$ cat src/hdl/chfa_pkg.sv
// chfa_pkg: shared constants, codes, types and the arctangent table for the
// compass heading unit. No dependencies; used by chfa_cordic and the top level.
package chfa_pkg;

	localparam int CORDIC_STEPS = 16;
	localparam int TABLE_LEN    = 24;
	// iterations actually run, capped at the table length
	localparam int NSTEP        = (CORDIC_STEPS < TABLE_LEN) ? CORDIC_STEPS : TABLE_LEN;

	localparam int AXIS_W = 16;   // sensor sample width
	localparam int VW     = 19;   // cordic vector width, covers gain on a 17-bit vector
	localparam int ZW     = 24;   // angle accumulator width, 1/16384 degree
	localparam int AW     = 17;   // angle in 1/64 degree
	localparam int HSW    = 18;   // heading sum before wrap
	localparam int HW     = 15;   // heading output width
	localparam int DW     = 15;   // declination register width
	localparam int DIRW   = 3;    // direction register width
	localparam int IDXW   = 2;    // register index width
	localparam int ANG_SHIFT = 8;

	localparam logic signed [ZW-1:0]  ANG_180    = 24'sd2949120;
	localparam logic signed [ZW-1:0]  ROUND_HALF = 24'sd128;
	localparam logic signed [HSW-1:0] FULL_TURN  = 18'sd23040;
	localparam logic signed [DW-1:0]  DECL_LIMIT = 15'sd11520;
	localparam logic signed [DW-1:0]  DECL_RESET = 15'sd1509;

	// axis direction codes
	localparam logic [DIRW-1:0] DIR_NORTH = 3'd0;
	localparam logic [DIRW-1:0] DIR_SOUTH = 3'd1;
	localparam logic [DIRW-1:0] DIR_WEST  = 3'd2;
	localparam logic [DIRW-1:0] DIR_EAST  = 3'd3;
	localparam logic [DIRW-1:0] DIR_UP    = 3'd4;
	localparam logic [DIRW-1:0] DIR_DOWN  = 3'd5;

	// register indexes
	localparam logic [IDXW-1:0] REG_X_DIR = 2'd0;
	localparam logic [IDXW-1:0] REG_Y_DIR = 2'd1;
	localparam logic [IDXW-1:0] REG_Z_DIR = 2'd2;
	localparam logic [IDXW-1:0] REG_DECL  = 2'd3;

	typedef struct packed {
		logic signed [VW-1:0] x;
		logic signed [VW-1:0] y;
		logic signed [ZW-1:0] z;
		logic                 zero;
	} vec_t;

	// atan(2^-i) in 1/16384 degree, rounded to nearest
	function automatic logic signed [ZW-1:0] atan_entry(input int unsigned idx);
		logic signed [ZW-1:0] v;
		case (idx)
			0:  v = 24'sd737280;
			1:  v = 24'sd435242;
			2:  v = 24'sd229970;
			3:  v = 24'sd116736;
			4:  v = 24'sd58595;
			5:  v = 24'sd29326;
			6:  v = 24'sd14667;
			7:  v = 24'sd7334;
			8:  v = 24'sd3667;
			9:  v = 24'sd1833;
			10: v = 24'sd917;
			11: v = 24'sd458;
			12: v = 24'sd229;
			13: v = 24'sd115;
			14: v = 24'sd57;
			15: v = 24'sd29;
			16: v = 24'sd14;
			17: v = 24'sd7;
			18: v = 24'sd4;
			19: v = 24'sd2;
			20: v = 24'sd1;
			default: v = '0;
		endcase
		return v;
	endfunction

endpackage

$ cat src/hdl/chfa_cordic.sv
// chfa_cordic: vectoring cordic pipeline, one iteration per register stage.
// Depends on chfa_pkg (widths, vec_t, atan_entry).
module chfa_cordic (
	input  logic           clk,
	input  logic           arst_n,
	input  logic           in_valid,
	output logic           in_stall,
	input  chfa_pkg::vec_t in_vec,
	output logic           out_valid,
	input  logic           out_stall,
	output chfa_pkg::vec_t out_vec
);

	chfa_pkg::vec_t               vec_s2 [chfa_pkg::NSTEP];
	logic [chfa_pkg::NSTEP-1:0]   valid_s2;
	logic [chfa_pkg::NSTEP-1:0]   en;

	for (genvar k = 0; k < chfa_pkg::NSTEP; k++) begin : g_step
		chfa_pkg::vec_t src;
		chfa_pkg::vec_t nxt;
		logic           src_valid;
		logic signed [chfa_pkg::VW-1:0] dx;
		logic signed [chfa_pkg::VW-1:0] dy;

		if (k == 0) begin : g_first
			assign src       = in_vec;
			assign src_valid = in_valid;
		end else begin : g_rest
			assign src       = vec_s2[k-1];
			assign src_valid = valid_s2[k-1];
		end

		// a stage moves when it is empty or the one after it moves
		if (k == chfa_pkg::NSTEP - 1) begin : g_last
			assign en[k] = !valid_s2[k] || !out_stall;
		end else begin : g_mid
			assign en[k] = !valid_s2[k] || en[k+1];
		end

		assign dx = src.y >>> k;
		assign dy = src.x >>> k;

		always_comb begin
			nxt = src;
			if (!src.y[chfa_pkg::VW-1]) begin
				nxt.x = src.x + dx;
				nxt.y = src.y - dy;
				nxt.z = src.z + chfa_pkg::atan_entry(k);
			end else begin
				nxt.x = src.x - dx;
				nxt.y = src.y + dy;
				nxt.z = src.z - chfa_pkg::atan_entry(k);
			end
		end

		always_ff @(posedge clk or negedge arst_n) begin
			if (!arst_n) begin
				valid_s2[k] <= 1'b0;
			end else if (en[k]) begin
				valid_s2[k] <= src_valid;
			end
		end

		always_ff @(posedge clk) begin
			if (en[k] && src_valid) begin
				vec_s2[k] <= nxt;
			end
		end
	end

	assign in_stall  = !en[0];
	assign out_valid = valid_s2[chfa_pkg::NSTEP-1];
	assign out_vec   = vec_s2[chfa_pkg::NSTEP-1];

endmodule

$ cat src/hdl/compass_heading_from_axes_unit.sv
// Compass heading unit: one magnetometer sample in, one heading in 1/64 degree out.
// An item passes these register stages in order from acceptance to output:
// one stage maps the axes to north/west and folds the left half-plane, one stage per
// cordic iteration, one stage rounds the angle and one adds declination and wraps.
// Unless stalled, a new item is accepted every cycle; each stage has its own valid bit and moves
// whenever the stage after it is empty or moving, so bubbles close up under stall.
// Depends on chfa_pkg and chfa_cordic.
module compass_heading_from_axes_unit (
	input  logic                              clk,
	input  logic                              arst_n,
	input  logic                              cfg_we,
	input  logic [chfa_pkg::IDXW-1:0]         cfg_index,
	input  logic [chfa_pkg::DW-1:0]           cfg_data,
	input  logic                              in_valid,
	output logic                              in_stall,
	input  logic signed [chfa_pkg::AXIS_W-1:0] axis_x,
	input  logic signed [chfa_pkg::AXIS_W-1:0] axis_y,
	input  logic signed [chfa_pkg::AXIS_W-1:0] axis_z,
	output logic                              out_valid,
	input  logic                              out_stall,
	output logic [chfa_pkg::HW-1:0]           heading
);

	localparam int NW = chfa_pkg::AXIS_W + 1;

	logic [chfa_pkg::DIRW-1:0]     x_dir_q, y_dir_q, z_dir_q;
	logic signed [chfa_pkg::DW-1:0] decl_q;

	// configuration
	always_ff @(posedge clk or negedge arst_n) begin
		if (!arst_n) begin
			x_dir_q <= chfa_pkg::DIR_NORTH;
			y_dir_q <= chfa_pkg::DIR_WEST;
			z_dir_q <= chfa_pkg::DIR_UP;
			decl_q  <= chfa_pkg::DECL_RESET;
		end else if (cfg_we) begin
			unique case (cfg_index)
				chfa_pkg::REG_X_DIR: x_dir_q <= cfg_data[chfa_pkg::DIRW-1:0];
				chfa_pkg::REG_Y_DIR: y_dir_q <= cfg_data[chfa_pkg::DIRW-1:0];
				chfa_pkg::REG_Z_DIR: z_dir_q <= cfg_data[chfa_pkg::DIRW-1:0];
				chfa_pkg::REG_DECL:  decl_q  <= $signed(cfg_data);
				default: ;
			endcase
		end
	end

	// stage 1: axis mapping and half-plane fold
	logic signed [NW-1:0]          axv [3];
	logic [chfa_pkg::DIRW-1:0]     axd [3];
	logic signed [NW-1:0]          north, west;
	chfa_pkg::vec_t                vec_d1, vec_s1;
	logic                          valid_s1;
	logic                          en_s1;

	logic                          cd_stall, cd_valid, cd_stall_dn;
	chfa_pkg::vec_t                cd_vec;

	always_comb begin
		// z first, then y, then x, so x wins a conflict
		axv[0] = NW'(axis_z);
		axv[1] = NW'(axis_y);
		axv[2] = NW'(axis_x);
		axd[0] = z_dir_q;
		axd[1] = y_dir_q;
		axd[2] = x_dir_q;
		north  = '0;
		west   = '0;
		for (int i = 0; i < 3; i++) begin
			case (axd[i])
				chfa_pkg::DIR_NORTH: north = axv[i];
				chfa_pkg::DIR_SOUTH: north = -axv[i];
				chfa_pkg::DIR_WEST:  west  = axv[i];
				chfa_pkg::DIR_EAST:  west  = -axv[i];
				default: ;
			endcase
		end
		vec_d1.zero = (north == '0) && (west == '0);
		if (north[NW-1]) begin
			vec_d1.x = -chfa_pkg::VW'(north);
			vec_d1.y = -chfa_pkg::VW'(west);
			vec_d1.z = west[NW-1] ? -chfa_pkg::ANG_180 : chfa_pkg::ANG_180;
		end else begin
			vec_d1.x = chfa_pkg::VW'(north);
			vec_d1.y = chfa_pkg::VW'(west);
			vec_d1.z = '0;
		end
	end

	assign en_s1    = !valid_s1 || !cd_stall;
	assign in_stall = !en_s1;

	always_ff @(posedge clk or negedge arst_n) begin
		if (!arst_n) begin
			valid_s1 <= 1'b0;
		end else if (en_s1) begin
			valid_s1 <= in_valid;
		end
	end

	always_ff @(posedge clk) begin
		if (en_s1 && in_valid) begin
			vec_s1 <= vec_d1;
		end
	end

	chfa_cordic u_cordic (
		.clk       (clk),
		.arst_n    (arst_n),
		.in_valid  (valid_s1),
		.in_stall  (cd_stall),
		.in_vec    (vec_s1),
		.out_valid (cd_valid),
		.out_stall (cd_stall_dn),
		.out_vec   (cd_vec)
	);

	// stage 3: round angle to 1/64 degree
	logic                          valid_s3, en_s3;
	logic signed [chfa_pkg::AW-1:0] ang_s3;
	logic signed [chfa_pkg::ZW-1:0] z_rnd, z_shr;

	assign z_rnd = cd_vec.z + chfa_pkg::ROUND_HALF;
	assign z_shr = z_rnd >>> chfa_pkg::ANG_SHIFT;

	logic valid_s4, en_s4;
	assign en_s4       = !valid_s4 || !out_stall;
	assign en_s3       = !valid_s3 || en_s4;
	assign cd_stall_dn = !en_s3;

	always_ff @(posedge clk or negedge arst_n) begin
		if (!arst_n) begin
			valid_s3 <= 1'b0;
		end else if (en_s3) begin
			valid_s3 <= cd_valid;
		end
	end

	always_ff @(posedge clk) begin
		if (en_s3 && cd_valid) begin
			ang_s3 <= cd_vec.zero ? '0 : $signed(z_shr[chfa_pkg::AW-1:0]);
		end
	end

	// stage 4: declination and wrap into 0..360 degrees
	logic signed [chfa_pkg::DW-1:0]  decl_sat;
	logic signed [chfa_pkg::HSW-1:0] h_sum, h_wrap;
	logic [chfa_pkg::HW-1:0]         heading_s4;

	always_comb begin
		if (decl_q > chfa_pkg::DECL_LIMIT) begin
			decl_sat = chfa_pkg::DECL_LIMIT;
		end else if (decl_q < -chfa_pkg::DECL_LIMIT) begin
			decl_sat = -chfa_pkg::DECL_LIMIT;
		end else begin
			decl_sat = decl_q;
		end
		h_sum  = chfa_pkg::HSW'(ang_s3) + chfa_pkg::HSW'(decl_sat);
		h_wrap = h_sum;
		if (h_wrap < 0) begin
			h_wrap = h_wrap + chfa_pkg::FULL_TURN;
		end
		if (h_wrap > chfa_pkg::FULL_TURN) begin
			h_wrap = h_wrap - chfa_pkg::FULL_TURN;
		end
	end

	always_ff @(posedge clk or negedge arst_n) begin
		if (!arst_n) begin
			valid_s4 <= 1'b0;
		end else if (en_s4) begin
			valid_s4 <= valid_s3;
		end
	end

	always_ff @(posedge clk) begin
		if (en_s4 && valid_s3) begin
			heading_s4 <= h_wrap[chfa_pkg::HW-1:0];
		end
	end

	assign out_valid = valid_s4;
	assign heading   = heading_s4;

	// checks
	a_heading_range: assert property (@(posedge clk) disable iff (!arst_n)
		out_valid |-> (heading <= chfa_pkg::HW'(chfa_pkg::FULL_TURN)))
		else $error("heading out of range");

	a_stall_full: assert property (@(posedge clk) disable iff (!arst_n)
		in_stall |-> valid_s1)
		else $error("input stalled with empty first stage");

	a_fold_nonneg: assert property (@(posedge clk) disable iff (!arst_n)
		valid_s1 |-> !vec_s1.x[chfa_pkg::VW-1])
		else $error("folded vector has negative x");

	a_s1_hold: assert property (@(posedge clk) disable iff (!arst_n)
		(valid_s1 && cd_stall) |=> (valid_s1 && $stable(vec_s1)))
		else $error("first stage item changed while stalled");

endmodule

$ cat config.mk
export PLATFORM = sky130hd
export DESIGN_NAME = compass_heading_from_axes_unit
export DESIGN_NICKNAME = d
export VERILOG_FILES = /design/src/hdl/chfa_pkg.sv /design/src/hdl/chfa_cordic.sv /design/src/hdl/compass_heading_from_axes_unit.sv
export SDC_FILE = /design/constraint.sdc
export NUM_CORES = 2
export LEC_CHECK = 0
export ABC_AREA = 1
export CORE_AREA = 2 2 453 455
export CTS_CLUSTER_SIZE = 16
export DETAILED_ROUTE_END_ITERATION = 10
export DIE_AREA = 0 0 455 457
export DONT_BUFFER_PORTS = 1
export PLACE_DENSITY = 0.56
export SYNTH_ARGS = -nofsm -noshare
export SYNTH_HDL_FRONTEND = slang
export SYNTH_SLANG_ARGS = --single-unit
$ cat constraint.sdc
create_clock -name clk -period 11.4 [get_ports clk]
set_input_delay 1.71 -clock clk [delete_from_list [all_inputs] [get_ports clk]]
set_output_delay 1.71 -clock clk [all_outputs]
set_load 0.02 [all_outputs]
Word level (Yosys, flattened, before mapping)
Memory sizes are Yosys's and may differ from the RTL's.
Cells that the tools add are included.
Storage, ports and cells
  memories: 1
  input bits: 70
  bits in writable memories: 1008
  output and inout bits: 17
  bits in registers: 137
  bits in latches: 0
  ROM bits: 0
Memories
  u_cordic.vec_s2: depth 16, width 63, read ports 16, clocked after Yosys merged registers in 0, write ports 16, line chfa_cordic.sv:14  | chfa_pkg::vec_t vec_s2 [chfa_pkg::NSTEP];
Cells by class
  div/mod/pow operators: 0
  multiply operators: 0
  bitwise operators: 0
  multiplexer cells: 60
  shift operators: 0
  add/subtract/negate cells: 104
  equal/unequal tests: 12
  reductions and logical operators: 70
  $lt $le $gt $ge: 4
Operators by type and width (count)
  $mux 62: 16
  $pmux 17 s2: 6
  $mux 59: 1
  $neg 16->17: 3
  $add 24x9->24 const B: 2
  $mux 15: 3
  $add 19x10->19: 2
  $add 19x11->19: 2
  $add 19x12->19: 2
  $add 19x13->19: 2
  $add 19x14->19: 2
  $add 19x15->19: 2
  $add 19x16->19: 2
  $add 19x17->19: 2
  $add 19x18->19: 2
  $add 19x4->19: 2
  $add 19x5->19: 2
  $add 19x6->19: 2
  $add 19x7->19: 2
  $add 19x8->19: 2
  $add 19x9->19: 2
  $neg 17->19: 2
  $sub 19x10->19: 2
  $sub 19x11->19: 2
  67 further kinds: 183

Depth between registers and ports, before layout
  depth in word-level cells: 22
  gate-level depth with buffers: 31
  gate-level depth less buffers: 31

Hierarchy
A second synthesis with hierarchy kept.
Unflattened totals
  cell total of the unflattened synthesis: 11331
  area total of the unflattened synthesis: 93233.2 µm²
By module, submodules not included
  chfa_cordic: area an instance 84105.7 µm², cells each 9943, times used 1
  compass_heading_from_axes_unit: area an instance 9127.5 µm², cells each 1388, times used 1

Worst setup path after synthesis
Ideal clock, no wire load.
  kind: input-to-reg
  start point: input port out_stall
  end point: memory u_cordic.vec_s2[0][378] (netlist name) (enable)
  data arrival time: 5351 ps
  buffers on the path: 0
  path slack: 5547 ps
  required time: 10897 ps
  cell stages on the path: 11
  cells stage by stage: nand2_2 > nor2_4 > nand2_2 > nor2_4 > nand2_2 > nor2_4 > nand2_2 > nor2_4 > nand3_4 > nor2_4 > a21oi_1
RTL lines
  start: declaration: line compass_heading_from_axes_unit.sv:20  | input logic out_stall,
  end: declaration: line chfa_cordic.sv:14

Final worst setup path
  start point: input port out_stall
  end point: output port in_stall
Between the ends
  cells in the longest elaborated chain, start to end: 21
RTL lines
  $logic_not 1->1: line compass_heading_from_axes_unit.sv:126  | assign en_s4 = !valid_s4 || !out_stall;
  $logic_or 1x1->1: line compass_heading_from_axes_unit.sv:126
  $logic_or 1x1->1: line compass_heading_from_axes_unit.sv:127  | assign en_s3 = !valid_s3 || en_s4;
  $logic_or 1x1->1: line chfa_cordic.sv:35  | assign en[k] = !valid_s2[k] || !out_stall;
  $logic_or 1x1->1 (15 in series): line chfa_cordic.sv:37  | assign en[k] = !valid_s2[k] || en[k+1];
  $logic_or 1x1->1: line compass_heading_from_axes_unit.sv:89  | assign en_s1 = !valid_s1 || !cd_stall;
  $logic_not 1->1: line compass_heading_from_axes_unit.sv:90  | assign in_stall = !en_s1;
  end: declaration: line compass_heading_from_axes_unit.sv:15  | output logic in_stall,
No other way between the ends.

==> metrics.txt <==
prevailing post-synth register cell edfxtp_1; Synth Warn # 0; Die Area 208000 sq um; fillcell total 20000; Tot GR Track Use 19.9%; DP HPWL 170000 um; Post-CTS Setup Inserts 0; Layout Nets 10700; RSZ-0062 raised after global routing false; first-pass GRT wire length 338000 um; CP endpoint kind output pin; Hold-fix buffers, CTS 0; clk_lat worst skew 0.76 ns; Synth Register Bits 984; EDFF count, synth 941; Critical Path AT 3.74 ns; Pre-Repair DR Iteration Count 8; Syn Std Cell Area 80900 sq um; Netlist cell types 73; largest net degree at the start of global routing 63; post-route minimum period 5.45 ns; Post-Syn Area per Cell 8.41 sq um; Data required, critical path 9.69 ns; Cells after Synth 9617; Max-slew headroom 23.4%; CTS tree yes; Hold Crit Class flip-flop to flip-flop; final slew viol count 0; I/O pins 87; Reg clk slew, reported paths 0.06 ns; crit path kind input pin to output pin; DRC 0; num rows 166; initial antenna violation count 2; vias per inst 5.29; area delta synth->final 8.75%; # clock sinks 984; number of buffers created by CTS 114; Seq/Total Area, Yosys 36.3%; Die H 457 um; initial DRC count 4503; layout cell share with drive strength beyond 1 3.73%; ys async rst share 4.37%; GRT overflow 0; placed inst area 84200 sq um; DR WL/cell 16.9 um; final setup violating endpoints 0; Max FO, Critical Path 4; GPL Wtd Cong 0.934; hold_ws 0.413 ns; Max-cap violations 0; Clock Path Buffers 3; TNS Setup 0 ns; Clock Skew 0.0431 ns; post-CTS sizing 0; crit share post-route 47.8%; H-Tree Depth 3; outcome finished, final reports clean; antenna-violating nets left 0; DIE WIDTH 455 um; DR vias 65900; Post-Route WL 211000 um; Root Buffer clkbuf_16; starting density of the core 39.8%; IO buf count 0; Finished Cell Area 88000 sq um; Core Region 203000 sq um; f_max 183 MHz; crit path launch type input pin; final hold vios 0; vias in the first global route 63300; Worst-Margin Slew 1.15 ns
[cell type report]
| cell class | instances | area [sq um] | share of cell area, % |
|---|---|---|---|
| multi-input cells | 7469 | 47200 | 53.7 |
| flip-flops and latches | 984 | 29300 | 33.4 |
| inverters | 1077 | 4040 | 4.59 |
| well taps | 2688 | 3360 | 3.82 |
| clock buffers | 144 | 3010 | 3.42 |
| clock inverters | 69 | 733 | 0.833 |
| repair buffers | 38 | 285 | 0.324 |
| diodes | 2 | 5.00 | 0.00569 |
[per-stage QoR]
step	setup slack (ns)	utilization, %	cells
final	5.95	43.3	12500
after global routing	5.77	43.3	12500
after CTS	5.91	43.3	12500
after detailed placement	5.91	41.4	12300
after global placement	5.95	41.4	12300
after floorplan	5.55	-	9618
[Yosys cell counts, drive strengths merged, types with 56 or more instances]
cell type,number,share of area (%)
a31oi,109,0.86
nand2,1792,8.4
clkbuf,56,0.26
ha,908,14
o21ai,639,4.0
xnor2,322,3.5
inv,1071,5.0
edfxtp,941,35
xor2,692,7.5
o211ai,110,1.0
nor2,790,3.8
a21oi,992,6.2
o31ai,56,0.52
nor3,192,1.2
nand3,391,2.5
nand4,108,0.86
[logic make-up (layout without fill, tap and decap cells)]
logic type | after synthesis | after routing | share of synthesized area [%]
AND/OR/NAND/NOR | 3442 | 3442 | 18.2
flip-flops | 984 | 984 | 36.3
buffers and inverters | 1165 | 1328 | 5.47
other | 1 | 4 | 0.00463
multiplexers | 7 | 7 | 0.0943
XOR/XNOR | 1014 | 1014 | 11.0
AO/OA/AOI/OAI | 2056 | 2056 | 14.0
adder cells (fa/ha/maj) | 948 | 948 | 15.0
[cell usage in the layout (no fill, tap or decap), types with 188 or more instances in the layout]
cell type	instances
nand2_1	1766
inv_1	1047
a21oi_1	983
edfxtp_1	941
ha_1	908
nor2_1	763
xor2_1	692
o21ai_0	602
nand3_1	380
xnor2_1	322
nor3_1	188
[sequential cells by signal, summed over array words and instances, names as in the netlist, 3 cells and up]
name and count:
x_dir_q 3, heading 15, decl_q 15, ang_s3 16, u_cordic.vec_s2 868, u_cordic.g_step.src_valid 15
vec_s1 42, y_dir_q 3, z_dir_q 3
[path summary, 6_finish.rpt]
path	start	endpoint	slack, ns	depth (start not counted)
min reg2reg	u_cordic.vec_s2[1][189]$_DFFE_PP_	u_cordic.vec_s2[1][252]$_DFFE_PP_	0.41	0
max	out_stall	in_stall	5.95	14
max reg2reg	u_cordic.vec_s2[1][106]$_DFFE_PP_	u_cordic.vec_s2[1][166]$_DFFE_PP_	6.82	15
min	u_cordic.vec_s2[1][189]$_DFFE_PP_	u_cordic.vec_s2[1][252]$_DFFE_PP_	0.41	0
max in group asynchronous	arst_n	z_dir_q[2]$_DFFE_PN1P_	10.57	0
min in group asynchronous	arst_n	x_dir_q[0]$_DFFE_PN0P_	0.64	0
[routing by layer]
metal  track usage [%]  share of wire (%)
met1              27.7                 48
met2              33.0                 47
met3              1.83                3.6
met4              4.78                2.0
met5                 0             0.0066
[worst max-delay path, stage by stage]
cell and delay (ns):
nand2_2 0.06, nor2_4 0.17, nand2_2 0.11, nor2_4 0.12
nand2_2 0.09, nor2_4 0.14, nand2_2 0.10, nor2_4 0.16
nand3_4 0.11, nor2_4 0.21, nand4_4 0.14, nor2_4 0.17
nand4_2 0.16, nor2_4 0.29
Power is not shown: default switching activity piles up to over one toggle a cycle in this logic, so the estimate is an artifact.
